$ cat src/sv/xml_stream_tokenizer_assert.svh
// Assertion macros shared by the tokenizer modules.
`ifndef XML_STREAM_TOKENIZER_ASSERT_SVH
`define XML_STREAM_TOKENIZER_ASSERT_SVH

`ifndef SYNTH

// Property must hold at every rising clock edge outside reset.
`define XST_ASSERT(lbl, clk, rst_n, prop) \
    lbl: assert property (@(posedge clk) disable iff (!rst_n) (prop)) \
        else $error("tokenizer assertion failed");

// Condition must never be seen at a rising clock edge outside reset.
`define XST_ASSERT_NEVER(lbl, clk, rst_n, cond) \
    lbl: assert property (@(posedge clk) disable iff (!rst_n) !(cond)) \
        else $error("tokenizer forbidden condition seen");

`else

`define XST_ASSERT(lbl, clk, rst_n, prop)
`define XST_ASSERT_NEVER(lbl, clk, rst_n, cond)

`endif

`endif

$ cat src/sv/xst_pkg.sv
package xst_pkg;

    // Output depth field width
    localparam int DEPTH_W = 6;

    // Event codes
    localparam logic [3:0] EV_TEXT  = 4'd0;
    localparam logic [3:0] EV_NAME  = 4'd1;
    localparam logic [3:0] EV_OPEN  = 4'd2;
    localparam logic [3:0] EV_CLOSE = 4'd3;
    localparam logic [3:0] EV_ANAME = 4'd4;
    localparam logic [3:0] EV_AVAL  = 4'd5;
    localparam logic [3:0] EV_ADONE = 4'd6;
    localparam logic [3:0] EV_CLEAR = 4'd7;
    localparam logic [3:0] EV_OK    = 4'd8;
    localparam logic [3:0] EV_ERR   = 4'd9;

    // Markup characters
    localparam logic [7:0] CH_LT    = 8'h3C;  // <
    localparam logic [7:0] CH_SLASH = 8'h2F;  // /
    localparam logic [7:0] CH_GT    = 8'h3E;  // >
    localparam logic [7:0] CH_EQ    = 8'h3D;  // =
    localparam logic [7:0] CH_BANG  = 8'h21;  // !
    localparam logic [7:0] CH_QUEST = 8'h3F;  // ?
    localparam logic [7:0] CH_SPACE = 8'h20;
    localparam logic [7:0] CH_QUOTE = 8'h22;  // "
    localparam logic [7:0] CH_NUL   = 8'h00;

    // One token event as seen by the consumer
    typedef struct packed {
        logic [3:0]         code;
        logic [7:0]         chr;
        logic [DEPTH_W-1:0] depth;
        logic               clr;
    } ev_t;

    // Scanner result for one byte: one or two events
    typedef struct packed {
        logic two;
        ev_t  ev0;
        ev_t  ev1;
    } entry_t;

endpackage

$ cat src/sv/xst_front.sv
`include "xml_stream_tokenizer_assert.svh"

module xst_front #(
    parameter int MAX_DEPTH = 32
) (
    input  logic              clk,
    input  logic              rst_n,
    input  logic              in_fire,
    input  logic [7:0]        ch,
    output logic              ev_valid,
    output xst_pkg::entry_t   ev_entry
);

    localparam int DW = $clog2(MAX_DEPTH + 1);
    localparam int OW = xst_pkg::DEPTH_W;

    typedef enum logic [3:0] {
        S_TEXT, S_NAME, S_ENDING, S_NEWNAME, S_TAG, S_ATTRNAME,
        S_AFTERATTR, S_ATTRVAL, S_EXITSINGLE, S_SKIP, S_ERROR
    } state_t;

    typedef struct packed {
        logic          hit;
        state_t        st;
        logic [DW-1:0] d;
        xst_pkg::ev_t  ev;
    } tag_res_t;

    state_t        state_reg, state_next;
    logic [DW-1:0] depth_reg, depth_next;
    logic          two;
    logic          any;
    xst_pkg::ev_t  ev0, ev1;
    tag_res_t      tr;

    function automatic logic word_char(input logic [7:0] c);
        return (c >= 8'h61 && c <= 8'h7A) || (c >= 8'h41 && c <= 8'h5A) ||
               (c == 8'h5F) || (c >= 8'h30 && c <= 8'h39);
    endfunction

    function automatic xst_pkg::ev_t mk_ev(input logic [3:0] code, input logic [7:0] c,
                                           input logic [DW-1:0] d, input logic clr);
        xst_pkg::ev_t e;
        e.code  = code;
        e.chr   = c;
        e.depth = OW'(d);
        e.clr   = clr;
        return e;
    endfunction

    // Byte inside a start tag, between attributes
    function automatic tag_res_t tag_step(input logic [7:0] c, input logic [DW-1:0] d);
        tag_res_t r;
        r.hit = 1'b1;
        r.st  = S_TAG;
        r.d   = d;
        r.ev  = mk_ev(xst_pkg::EV_TEXT, 8'h00, d, 1'b0);
        if (c == xst_pkg::CH_SLASH) begin
            if (d == '0) begin
                r.st = S_ERROR;
                r.ev = mk_ev(xst_pkg::EV_ERR, 8'h00, d, 1'b0);
            end else begin
                r.d  = d - DW'(1);
                r.st = S_EXITSINGLE;
                r.ev = mk_ev(xst_pkg::EV_CLOSE, 8'h00, d - DW'(1), 1'b1);
            end
        end else if (c == xst_pkg::CH_GT) begin
            r.st = S_TEXT;
            r.ev = mk_ev(xst_pkg::EV_CLEAR, 8'h00, d, 1'b1);
        end else if (word_char(c)) begin
            r.st = S_ATTRNAME;
            r.ev = mk_ev(xst_pkg::EV_ANAME, c, d, 1'b0);
        end else begin
            r.hit = 1'b0;
        end
        return r;
    endfunction

    // Scanner next state and events for the byte on the input
    always_comb
    begin
        state_next = state_reg;
        depth_next = depth_reg;
        any        = 1'b0;
        two        = 1'b0;
        ev0        = '0;
        ev1        = '0;
        tr         = tag_step(ch, depth_reg);
        if (ch == xst_pkg::CH_NUL) begin
            // end of document: verdict unless already in error, then back to reset state
            state_next = S_TEXT;
            depth_next = '0;
            if (state_reg == S_TEXT && depth_reg == '0) begin
                any = 1'b1;
                ev0 = mk_ev(xst_pkg::EV_OK, 8'h00, '0, 1'b0);
            end else if (state_reg != S_ERROR) begin
                any = 1'b1;
                ev0 = mk_ev(xst_pkg::EV_ERR, 8'h00, '0, 1'b0);
            end
        end else begin
            unique case (state_reg) inside
                S_TEXT:
                begin
                    if (ch == xst_pkg::CH_LT) begin
                        state_next = S_NAME;
                    end else begin
                        any = 1'b1;
                        ev0 = mk_ev(xst_pkg::EV_TEXT, ch, depth_reg, 1'b0);
                    end
                end
                S_NAME:
                begin
                    if (ch == xst_pkg::CH_SLASH) begin
                        if (depth_reg == '0) begin
                            state_next = S_ERROR;
                            any        = 1'b1;
                            ev0        = mk_ev(xst_pkg::EV_ERR, 8'h00, depth_reg, 1'b0);
                        end else begin
                            state_next = S_ENDING;
                        end
                    end else if (ch == xst_pkg::CH_BANG || ch == xst_pkg::CH_QUEST) begin
                        state_next = S_SKIP;
                    end else if (word_char(ch)) begin
                        state_next = S_NEWNAME;
                        any        = 1'b1;
                        ev0        = mk_ev(xst_pkg::EV_NAME, ch, depth_reg, 1'b0);
                    end
                end
                S_ENDING:
                begin
                    // end-tag name is skipped unchecked
                    if (ch == xst_pkg::CH_GT) begin
                        depth_next = depth_reg - DW'(1);
                        state_next = S_TEXT;
                        any        = 1'b1;
                        ev0        = mk_ev(xst_pkg::EV_CLOSE, 8'h00,
                                           depth_reg - DW'(1), 1'b1);
                    end
                end
                S_NEWNAME:
                begin
                    if (ch == xst_pkg::CH_SLASH || ch == xst_pkg::CH_SPACE ||
                        ch == xst_pkg::CH_GT) begin
                        any = 1'b1;
                        if (depth_reg >= DW'(MAX_DEPTH)) begin
                            state_next = S_ERROR;
                            ev0        = mk_ev(xst_pkg::EV_ERR, 8'h00, depth_reg, 1'b0);
                        end else if (ch == xst_pkg::CH_GT) begin
                            depth_next = depth_reg + DW'(1);
                            state_next = S_TEXT;
                            ev0        = mk_ev(xst_pkg::EV_OPEN, 8'h00,
                                               depth_reg + DW'(1), 1'b1);
                        end else if (ch == xst_pkg::CH_SLASH) begin
                            // self-closing: open then close on the same byte
                            two        = 1'b1;
                            state_next = S_EXITSINGLE;
                            ev0        = mk_ev(xst_pkg::EV_OPEN, 8'h00,
                                               depth_reg + DW'(1), 1'b0);
                            ev1        = mk_ev(xst_pkg::EV_CLOSE, 8'h00, depth_reg, 1'b1);
                        end else begin
                            depth_next = depth_reg + DW'(1);
                            state_next = S_TAG;
                            ev0        = mk_ev(xst_pkg::EV_OPEN, 8'h00,
                                               depth_reg + DW'(1), 1'b0);
                        end
                    end else begin
                        any = 1'b1;
                        ev0 = mk_ev(xst_pkg::EV_NAME, ch, depth_reg, 1'b0);
                    end
                end
                S_TAG:
                begin
                    state_next = tr.st;
                    depth_next = tr.d;
                    any        = tr.hit;
                    ev0        = tr.ev;
                end
                S_ATTRNAME:
                begin
                    if (ch == xst_pkg::CH_EQ) begin
                        state_next = S_AFTERATTR;
                    end else begin
                        any = 1'b1;
                        ev0 = mk_ev(xst_pkg::EV_ANAME, ch, depth_reg, 1'b0);
                    end
                end
                S_AFTERATTR:
                begin
                    if (ch == xst_pkg::CH_QUOTE) begin
                        state_next = S_ATTRVAL;
                    end else begin
                        // unquoted value: attribute done, byte rescanned as tag content
                        any        = 1'b1;
                        ev0        = mk_ev(xst_pkg::EV_ADONE, 8'h00, depth_reg, 1'b0);
                        two        = tr.hit;
                        ev1        = tr.ev;
                        state_next = tr.st;
                        depth_next = tr.d;
                    end
                end
                S_ATTRVAL:
                begin
                    any = 1'b1;
                    if (ch == xst_pkg::CH_QUOTE) begin
                        state_next = S_TAG;
                        ev0        = mk_ev(xst_pkg::EV_ADONE, 8'h00, depth_reg, 1'b0);
                    end else begin
                        ev0 = mk_ev(xst_pkg::EV_AVAL, ch, depth_reg, 1'b0);
                    end
                end
                S_EXITSINGLE, S_SKIP:
                begin
                    if (ch == xst_pkg::CH_GT) begin
                        state_next = S_TEXT;
                        any        = 1'b1;
                        ev0        = mk_ev(xst_pkg::EV_CLEAR, 8'h00, depth_reg, 1'b1);
                    end
                end
                default:
                begin
                    state_next = S_ERROR;
                end
            endcase
        end
    end

    assign ev_valid     = in_fire && any;
    assign ev_entry.two = two;
    assign ev_entry.ev0 = ev0;
    assign ev_entry.ev1 = ev1;

    // Scanner state
    always_ff @(posedge clk or negedge rst_n)
    begin
        if (!rst_n) begin
            state_reg <= S_TEXT;
            depth_reg <= '0;
        end else if (in_fire) begin
            state_reg <= state_next;
            depth_reg <= depth_next;
        end
    end

    `XST_ASSERT(a_depth_bound, clk, rst_n, depth_reg <= DW'(MAX_DEPTH))
    `XST_ASSERT_NEVER(a_err_quiet, clk, rst_n, ev_valid && state_reg == S_ERROR && (|ch))

endmodule

$ cat src/sv/xst_queue.sv
`include "xml_stream_tokenizer_assert.svh"

module xst_queue #(
    parameter int DEPTH = 4
) (
    input  logic            clk,
    input  logic            rst_n,
    input  logic            push,
    input  xst_pkg::entry_t push_data,
    output logic            full,
    input  logic            pop,
    output logic            q_valid,
    output xst_pkg::entry_t q_data
);

    localparam int PW = (DEPTH > 1) ? $clog2(DEPTH) : 1;
    localparam int CW = $clog2(DEPTH + 1);

    xst_pkg::entry_t mem_reg [DEPTH];
    logic [PW-1:0]   wr_ptr_reg, wr_ptr_next;
    logic [PW-1:0]   rd_ptr_reg, rd_ptr_next;
    logic [CW-1:0]   count_reg, count_next;

    assign full    = (count_reg == CW'(DEPTH));
    assign q_valid = (count_reg != '0);
    assign q_data  = mem_reg[rd_ptr_reg];

    // Pointer and fill count update
    always_comb
    begin
        wr_ptr_next = wr_ptr_reg;
        rd_ptr_next = rd_ptr_reg;
        count_next  = count_reg;
        if (push) begin
            wr_ptr_next = (wr_ptr_reg == PW'(DEPTH - 1)) ? '0 : wr_ptr_reg + PW'(1);
        end
        if (pop) begin
            rd_ptr_next = (rd_ptr_reg == PW'(DEPTH - 1)) ? '0 : rd_ptr_reg + PW'(1);
        end
        if (push && !pop) begin
            count_next = count_reg + CW'(1);
        end else if (pop && !push) begin
            count_next = count_reg - CW'(1);
        end
    end

    always_ff @(posedge clk or negedge rst_n)
    begin
        if (!rst_n) begin
            wr_ptr_reg <= '0;
            rd_ptr_reg <= '0;
            count_reg  <= '0;
        end else begin
            wr_ptr_reg <= wr_ptr_next;
            rd_ptr_reg <= rd_ptr_next;
            count_reg  <= count_next;
        end
    end

    // Entry storage, no reset needed
    always_ff @(posedge clk)
    begin
        if (push) begin
            mem_reg[wr_ptr_reg] <= push_data;
        end
    end

    `XST_ASSERT(a_count_bound, clk, rst_n, count_reg <= CW'(DEPTH))
    `XST_ASSERT_NEVER(a_pop_empty, clk, rst_n, pop && count_reg == '0)

endmodule

$ cat src/sv/xst_back.sv
`include "xml_stream_tokenizer_assert.svh"

module xst_back (
    input  logic                          clk,
    input  logic                          rst_n,
    input  logic                          q_valid,
    input  xst_pkg::entry_t               q_data,
    output logic                          pop,
    output logic                          out_valid,
    input  logic                          out_ready,
    output logic [3:0]                    event_res,
    output logic [7:0]                    char_out,
    output logic [xst_pkg::DEPTH_W-1:0]   depth,
    output logic                          clear_text,
    output logic                          last
);

    logic         out_valid_reg, out_valid_next;
    xst_pkg::ev_t out_ev_reg, out_ev_next;
    logic         last_reg, last_next;
    logic         pend_valid_reg, pend_valid_next;
    xst_pkg::ev_t pend_ev_reg, pend_ev_next;
    logic         out_free;

    // Output register is free when empty or being taken
    assign out_free = !out_valid_reg || out_ready;
    assign pop      = out_free && !pend_valid_reg && q_valid;

    // Serialize one or two events per entry
    always_comb
    begin
        out_valid_next  = out_valid_reg;
        out_ev_next     = out_ev_reg;
        last_next       = last_reg;
        pend_valid_next = pend_valid_reg;
        pend_ev_next    = pend_ev_reg;
        if (out_free) begin
            if (pend_valid_reg) begin
                out_valid_next  = 1'b1;
                out_ev_next     = pend_ev_reg;
                last_next       = 1'b1;
                pend_valid_next = 1'b0;
            end else if (q_valid) begin
                out_valid_next  = 1'b1;
                out_ev_next     = q_data.ev0;
                last_next       = !q_data.two;
                pend_valid_next = q_data.two;
                pend_ev_next    = q_data.ev1;
            end else begin
                out_valid_next = 1'b0;
            end
        end
    end

    always_ff @(posedge clk or negedge rst_n)
    begin
        if (!rst_n) begin
            out_valid_reg  <= 1'b0;
            pend_valid_reg <= 1'b0;
        end else begin
            out_valid_reg  <= out_valid_next;
            pend_valid_reg <= pend_valid_next;
        end
    end

    // Payload registers
    always_ff @(posedge clk)
    begin
        out_ev_reg  <= out_ev_next;
        last_reg    <= last_next;
        pend_ev_reg <= pend_ev_next;
    end

    assign out_valid  = out_valid_reg;
    assign event_res  = out_ev_reg.code;
    assign char_out   = out_ev_reg.chr;
    assign depth      = out_ev_reg.depth;
    assign clear_text = out_ev_reg.clr;
    assign last       = last_reg;

    `XST_ASSERT(a_pend_has_first, clk, rst_n, !pend_valid_reg || (out_valid_reg && !last_reg))

endmodule

$ cat src/sv/xml_stream_tokenizer.sv
// Channel  | Handshake             | Payload
// ---------+-----------------------+------------------------------------------------
// input    | in_valid / in_ready   | ch
// output   | out_valid / out_ready | event_res, char_out, depth, clear_text, last
//
// One byte is accepted per cycle; the scanner settles state and events in that cycle.
// Output carries one event per cycle while out_ready is high; a byte with two events
// uses the back end twice. Events pass the event queue, then the output register.
// in_ready drops only when the QUEUE_DEPTH event queue is full.
// Reset (rst_n low) returns to the text state at depth zero and empties the queue.

`include "xml_stream_tokenizer_assert.svh"

module xml_stream_tokenizer #(
    parameter int MAX_DEPTH   = 32,
    parameter int QUEUE_DEPTH = 4
) (
    input  logic                          clk,
    input  logic                          rst_n,
    input  logic                          in_valid,
    output logic                          in_ready,
    input  logic [7:0]                    ch,
    output logic                          out_valid,
    input  logic                          out_ready,
    output logic [3:0]                    event_res,
    output logic [7:0]                    char_out,
    output logic [xst_pkg::DEPTH_W-1:0]   depth,
    output logic                          clear_text,
    output logic                          last
);

    logic            in_fire;
    logic            ev_valid;
    xst_pkg::entry_t ev_entry;
    logic            q_full;
    logic            q_valid;
    logic            q_pop;
    xst_pkg::entry_t q_data;

    assign in_ready = !q_full;
    assign in_fire  = in_valid && in_ready;

    // Scanner front end
    xst_front #(
        .MAX_DEPTH (MAX_DEPTH)
    ) u_front (
        .clk      (clk),
        .rst_n    (rst_n),
        .in_fire  (in_fire),
        .ch       (ch),
        .ev_valid (ev_valid),
        .ev_entry (ev_entry)
    );

    // Event queue
    xst_queue #(
        .DEPTH (QUEUE_DEPTH)
    ) u_queue (
        .clk       (clk),
        .rst_n     (rst_n),
        .push      (ev_valid),
        .push_data (ev_entry),
        .full      (q_full),
        .pop       (q_pop),
        .q_valid   (q_valid),
        .q_data    (q_data)
    );

    // Event serializer and output register
    xst_back u_back (
        .clk        (clk),
        .rst_n      (rst_n),
        .q_valid    (q_valid),
        .q_data     (q_data),
        .pop        (q_pop),
        .out_valid  (out_valid),
        .out_ready  (out_ready),
        .event_res  (event_res),
        .char_out   (char_out),
        .depth      (depth),
        .clear_text (clear_text),
        .last       (last)
    );

    `XST_ASSERT_NEVER(a_push_full, clk, rst_n, ev_valid && q_full)

endmodule

$ cat config.mk
export PLATFORM = sky130hd
export DESIGN_NAME = xml_stream_tokenizer
export DESIGN_NICKNAME = d
export VERILOG_FILES = /design/src/sv/xst_pkg.sv /design/src/sv/xst_front.sv /design/src/sv/xst_queue.sv /design/src/sv/xst_back.sv /design/src/sv/xml_stream_tokenizer.sv
export VERILOG_INCLUDE_DIRS = /design/src /design/src/sv
export SDC_FILE = /design/constraint.sdc
export NUM_CORES = 1
export LEC_CHECK = 0
export ABC_CLOCK_PERIOD_IN_PS = 10300
export BUFFER_PORTS_ARGS = -buffer_cell sky130_fd_sc_hd__buf_2
export CORE_ASPECT_RATIO = 1.2
export CORE_MARGIN = 5
export CORE_UTILIZATION = 43
export DETAILED_ROUTE_END_ITERATION = 8
export SYNTH_ARGS = -nofsm -noshare
export SYNTH_HDL_FRONTEND = slang
export SYNTH_SLANG_ARGS = --single-unit
$ cat constraint.sdc
create_clock -name clk -period 10.3 [get_ports clk]
set_input_delay 2.06 -clock clk [delete_from_list [all_inputs] [get_ports clk]]
set_output_delay 2.06 -clock clk [all_outputs]
set_load 0.05 [all_outputs]
Word level (Yosys, flattened, before mapping) --
Memory sizes are Yosys's and may differ from the RTL's. Index checks and enable logic that the tools add are counted.
Cells by class: add/sub/neg operators 6, equality and inequality tests 32, mux-type cells 91, bitwise operators 1, reduce and logical (&&, ||, !) cells 37, magnitude comparators 7
Operators by type and width (number):
- 19-bit two-way mux | 18
- 19-bit one-hot mux with 9 select lines | 1
- 18-bit two-way mux | 4
- 8-bit by 6-bit == test with 1-bit output (second input constant) | 8
- 4-bit two-way mux | 16
- 6-bit two-way mux | 9
- 17-bit two-way mux | 3
- 19-bit one-hot mux with 2 select lines | 1
- 4-bit one-hot mux with 8 select lines | 1
- 1-bit two-way mux | 28
- 6-bit one-hot mux with 4 select lines | 1
- 3-bit by 2-bit != test with 1-bit output (second input constant) | 6
- 4-bit by 3-bit == test with 1-bit output (second input constant) | 4
- 8-bit by 7-bit >= comparator with 1-bit output (second input constant) | 2
- 8-bit by 7-bit <= comparator with 1-bit output (second input constant) | 2
- 16-bit two-way mux | 1
- 15-bit two-way mux | 1
- 7-bit AND reduction | 2
- 1-bit logical AND | 10
- 4-bit by 2-bit == test with 1-bit output (second input constant) | 2
- 4-bit == test (second input constant) | 2
- 8-bit by 7-bit == test with 1-bit output (second input constant) | 1
- 8-bit by 6-bit >= comparator with 1-bit output (second input constant) | 1
- 8-bit by 6-bit <= comparator with 1-bit output (second input constant) | 1
- 30 further kinds | 49
Storage, ports and cells: input bits 12, memory bits (writable) 156, logic and storage cells 191, register bits 58, memories 1
Memory list:
- u_queue.mem_reg | depth 4, bits a word 39, read ports 1, clocked after Yosys merged registers in 0, wr ports 1, RTL line xst_queue.sv:19 | xst_pkg::entry_t mem_reg [DEPTH];

Depth between registers and ports, before layout --
depth after elaboration 15, depth in mapped cells 14, depth with buffers taken out 13

Cells and area by module --
From an unflattened synthesis, not the netlist that was laid out.
Second synthesis, totals: cell total of the unflattened synthesis 664, area total of the unflattened synthesis 10084.7 µm²
Modules (own cells, without submodules):
- xst_queue | instances 1, area each 6090.8 µm², cells each 241
- xst_front | instances 1, area each 2467.4 µm², cells each 348
- xst_back | instances 1, area each 1516.5 µm², cells each 73
- xml_stream_tokenizer | instances 1, area each 10.0 µm², cells each 2

Worst setup path after synthesis --
No wires, ideal clock.
kind input to register, start point in ch[6], end point mem u_queue.mem_reg[0][10] (netlist name) (enable), buffers on the path 3, data required time 9.901 ns, cell stages on the path 9, data arrival time 4.579 ns, slack 5.322 ns, cells stage by stage buf_2 > or3b_1 > buf_2 > or3_1 > buf_2 > o32ai_4 > a211oi_2 > a21oi_4 > and2_1
On the way: word-level cells in the longest chain between the ends 13, elaborated cells between the ends (all ways) 36
Ends and longest elaborated chain:
- start: declaration | RTL line xml_stream_tokenizer.sv:22 | input logic [7:0] ch,
- 8-bit by 7-bit >= comparator with 1-bit output / 8-bit by 7-bit <= comparator with 1-bit output (equally long branches) | RTL line xst_front.sv:37 | return (c >= 8'h61 && c <= 8'h7A) || (c >= 8'h41 && c <= 8'h5A) ||
- 1-bit logical AND | RTL line xst_front.sv:37
- 1-bit logical OR (2 in a row) | RTL line xst_front.sv:37
- 1-bit logical OR | RTL line xst_front.sv:38 | (c == 8'h5F) || (c >= 8'h30 && c <= 8'h39);
- 1-bit two-way mux | RTL line xst_front.sv:70, xst_front.sv:123
- 1-bit two-way mux (on tied branches) | RTL line xst_front.sv:67, xst_front.sv:121
- 1-bit two-way mux (on tied branches) | RTL line xst_front.sv:58, xst_front.sv:113
- 1-bit one-hot mux with 7 select lines | RTL line xst_front.sv:101 | unique case (state_reg) inside
- 1-bit two-way mux * | RTL line xst_front.sv:89 | if (ch == xst_pkg::CH_NUL) begin
- 1-bit logical AND * | RTL line xst_front.sv:227 | assign ev_valid = in_fire && any;
- net ev_valid | RTL line xml_stream_tokenizer.sv:33 | logic ev_valid;
- 1-bit two-way mux * | RTL line xst_queue.sv:63 | if (push) begin
- 1-bit two-way mux (not written as such) * | RTL line xst_queue.sv:64 | mem_reg[wr_ptr_reg] <= push_data;
- end: declaration | RTL line xst_queue.sv:19
Mark *: on every way through the listed nets, which the timed path passes. The rest lies on a longest branch.

Final worst setup path --
start point in ch[2], end point mem u_queue.mem_reg[1][29] (netlist name) (enable)
Same word-level chain as after synthesis.

==> impl_metrics.env <==
export IMPL_worstPathCellList="buf_2 > nor4_2 > nand2_1 > a21oi_1 > a2111oi_4 > a21oi_4 > and2_2"
export IMPL_row_count=60
export IMPL_fmax_ghz=0.209
export IMPL_grt_pass1_wl_mm=34.2
export IMPL_setup_tns_ns=0
export IMPL_critical_path_buf_inv_count=1
export IMPL_holdWs_ns=0.525
export IMPL_yosys_most_used_dff="edfxtp_1"
export IMPL_die_y_um=174
export IMPL_drt_total_wl_mm=22.0
export IMPL_fin_worst_skew_ns=0.0137
export IMPL_drt_wirelength_per_cell_um=22.4
export IMPL_grt_met1_usage_pct=23.2
export IMPL_arrival_ns=4.88
export IMPL_viasPerCell=5.88
export IMPL_htree_levels=1
export IMPL_cts_resized=0
export IMPL_met2_usage_pct=29.1
export IMPL_grt_use_total_pct=17.1
export IMPL_largest_reg_flops=152
export IMPL_nFillCells=1897
export IMPL_fin_nets=710
export IMPL_async_flop_share_pct=9.09
export IMPL_finalCritPeriodShare_pct=46.4
export IMPL_start_util_pct=43.3
export IMPL_grt_pass1_vias=5778
export IMPL_synth_most_common_cell="edfxtp_1"
export IMPL_dr_pass1_iters=5
export IMPL_period_needed_ns=4.78
export IMPL_clockBufferDepth=3
export IMPL_postCtsHoldBufs=0
export IMPL_status="completed"
export IMPL_p_leak_nw=3.68
export IMPL_synth_area_per_cell_um2=14.6
export IMPL_drv_slew=0
export IMPL_critPathLaunchType="input pin"
export IMPL_drv_cap=0
export IMPL_path_clk_slew_ns=0.06
export IMPL_vias=5776
export IMPL_clk_latency_ns=0.49
export IMPL_drc=0
export IMPL_first_iter_violations=443
export IMPL_netlist_area_mm2=0.00965
export IMPL_port_buffers=33
export IMPL_ys_ff_latch=209
export IMPL_numCtsBuffers=22
export IMPL_num_antenna_cells=0
export IMPL_crit_type="input pin to flop"
export IMPL_synthTopCellsByArea="edfxtp_1 (59%), mux4_2 (8.9%), dfrtp_1 (4.9%), mux2_2 (2.3%), nand2_1 (1.7%)"
export IMPL_hold_path_class="flop to flop"
export IMPL_area_delta_synth_final_pct=12.2
export IMPL_crit_path_max_fanout=38
export IMPL_yosysTopAreaCell="edfxtp_1"
export IMPL_hold_violations=0
export IMPL_ant_nets=0
export IMPL_grt_overflow_total=0
export IMPL_cts_root_buf="clkbuf_16"
export IMPL_yosysSeqAreaShare_pct=64.0
export IMPL_end_kind="flop"
export IMPL_cts_sinks=209
export IMPL_met3_usage_pct=2.24
export IMPL_antenna_found_initial=0
export IMPL_crit_path_max_incr_delay_ns=0.87
export IMPL_postCtsSetupRepairBufs=0
export IMPL_synth_common_cells="edfxtp_1 (190), nand2_1 (43), nor2_1 (42)"
export IMPL_yosysWarnings=0
export IMPL_cellPowerDensity_mw_per_mm2=314
export IMPL_dieArea_mm2=0.0256
export IMPL_synthDistinctLibCells=78
export IMPL_crit_family="simple AND/OR/NAND/NOR gates"
export IMPL_gp_congestion=0.992
export IMPL_peakVddDrop_mv=0.144
export IMPL_drive_above_1_share_pct=22.6
export IMPL_pin_count=34
export IMPL_busiest_layer="met2"
export IMPL_rsz0062_at_grt="no"
export IMPL_post_synth_top_area_fraction_pct=59.1
export IMPL_core_region_area_mm2=0.0223
export IMPL_r2r_slack_ns=6.45
export IMPL_grt_start_max_net_pins=39
export IMPL_worst_slew_pin_transition_ns=1.09
export IMPL_maxSlewHeadroom_pct=27.2
export IMPL_cts_tree="done"
export IMPL_synth_edf_count=190
export IMPL_synthCells=660
export IMPL_die_width_um=147
export IMPL_required_ns=10.40
export IMPL_hpwl_mm=14.7
export IMPL_setup_viol=0
export IMPL_critPathSlowestCell="and2_2"
[area by class of cell]
type,instances,area [µm²],area share [%]
clock inverters,14,179,1.65
well taps,279,349,3.22
multi-input cells,396,3250,30.0
flip-flops and latches,209,6180,57.1
inverters,18,67.6,0.624
repair buffers,40,218,2.01
clock buffers,26,587,5.42
[per-layer routing]
layer	wire length [µm]	vias up	share of wire [%]
li1	-	2643	-
met1	9240	2908	42
met4	531	0	2.4
met3	1060	32	4.8
met5	0	-	0
met2	11200	193	51
[metrics by stage]
step	instance area (µm²)	power, W	instances	util (%)	setup WS (ns)
detailed placement	10100	0.00261	942	45.1	5.04
CTS	10800	0.00343	982	48.6	5.53
global route	10800	0.00358	982	48.6	5.30
floorplan	9670	0.00228	663	-	5.32
global placement	10100	0.00259	942	45.1	5.09
finish	10800	0.00340	982	48.6	5.52
[worst paths after layout]
check	start	to	cells after the start
worst min register to register	u_queue.count_reg[2]$_DFFE_PN0P_	u_queue.count_reg[2]$_DFFE_PN0P_	1
worst max-delay path	ch[2]	u_queue.mem_reg[1][29]$_DFFE_PP_	7
min in group asynchronous	rst_n	u_front.state_reg[3]$_DFFE_PN0P_	1
worst max register to register	u_front.state_reg[2]$_DFFE_PN0P_	u_queue.mem_reg[1][29]$_DFFE_PP_	6
max in group asynchronous	rst_n	u_queue.rd_ptr_reg[0]$_DFFE_PN0P_	1
worst min-delay path	u_queue.count_reg[2]$_DFFE_PN0P_	u_queue.count_reg[2]$_DFFE_PN0P_	1
[layout by cell type, fill, tap and decap left out, types with 8 or more instances in the layout]
master / n
o21ai_1: 13
clkbuf_16: 23
and3_1: 8
nand2_1: 43
dfrtp_1: 18
nor3_1: 18
buf_2: 33
mux4_2: 38
a22oi_1: 9
nor2_1: 41
a211oi_1: 9
ha_1: 10
o21ai_0: 24
edfxtp_1: 190
inv_1: 17
mux2_2: 20
a21oi_1: 25
nand3_1: 13
[cells by family after synthesis]
logic type / Yosys count / share of synthesized area, %
DFF: 209 / 64.0
and+or+nand+nor: 176 / 9.44
AOI/OAI and AO/OA: 134 / 9.89
muxes: 62 / 11.7
buffers and inverters: 58 / 2.58
adders and majority gates: 11 / 1.50
xor gates and xnor gates: 9 / 0.817
other: 1 / 0.0388
[worst register-to-register path: stages, from the launching register on]
cell,delay [ns]
dfrtp_1,0.86
nor2b_1,0.41
nand2_1,0.40
a211oi_2,0.50
a2111oi_4,0.11
a21oi_4,0.27
and2_2,0.88
[where the power goes]
| part | switching (W) | internal [W] |
|---|---|---|
| clock network | 0.000312 | 0.000509 |
| registers | 0.000162 | 0.00125 |
| logic | 0.000720 | 0.000443 |
| total | 0.00119 | 0.00221 |
Note: power is estimated with default switching activity, not from simulation.
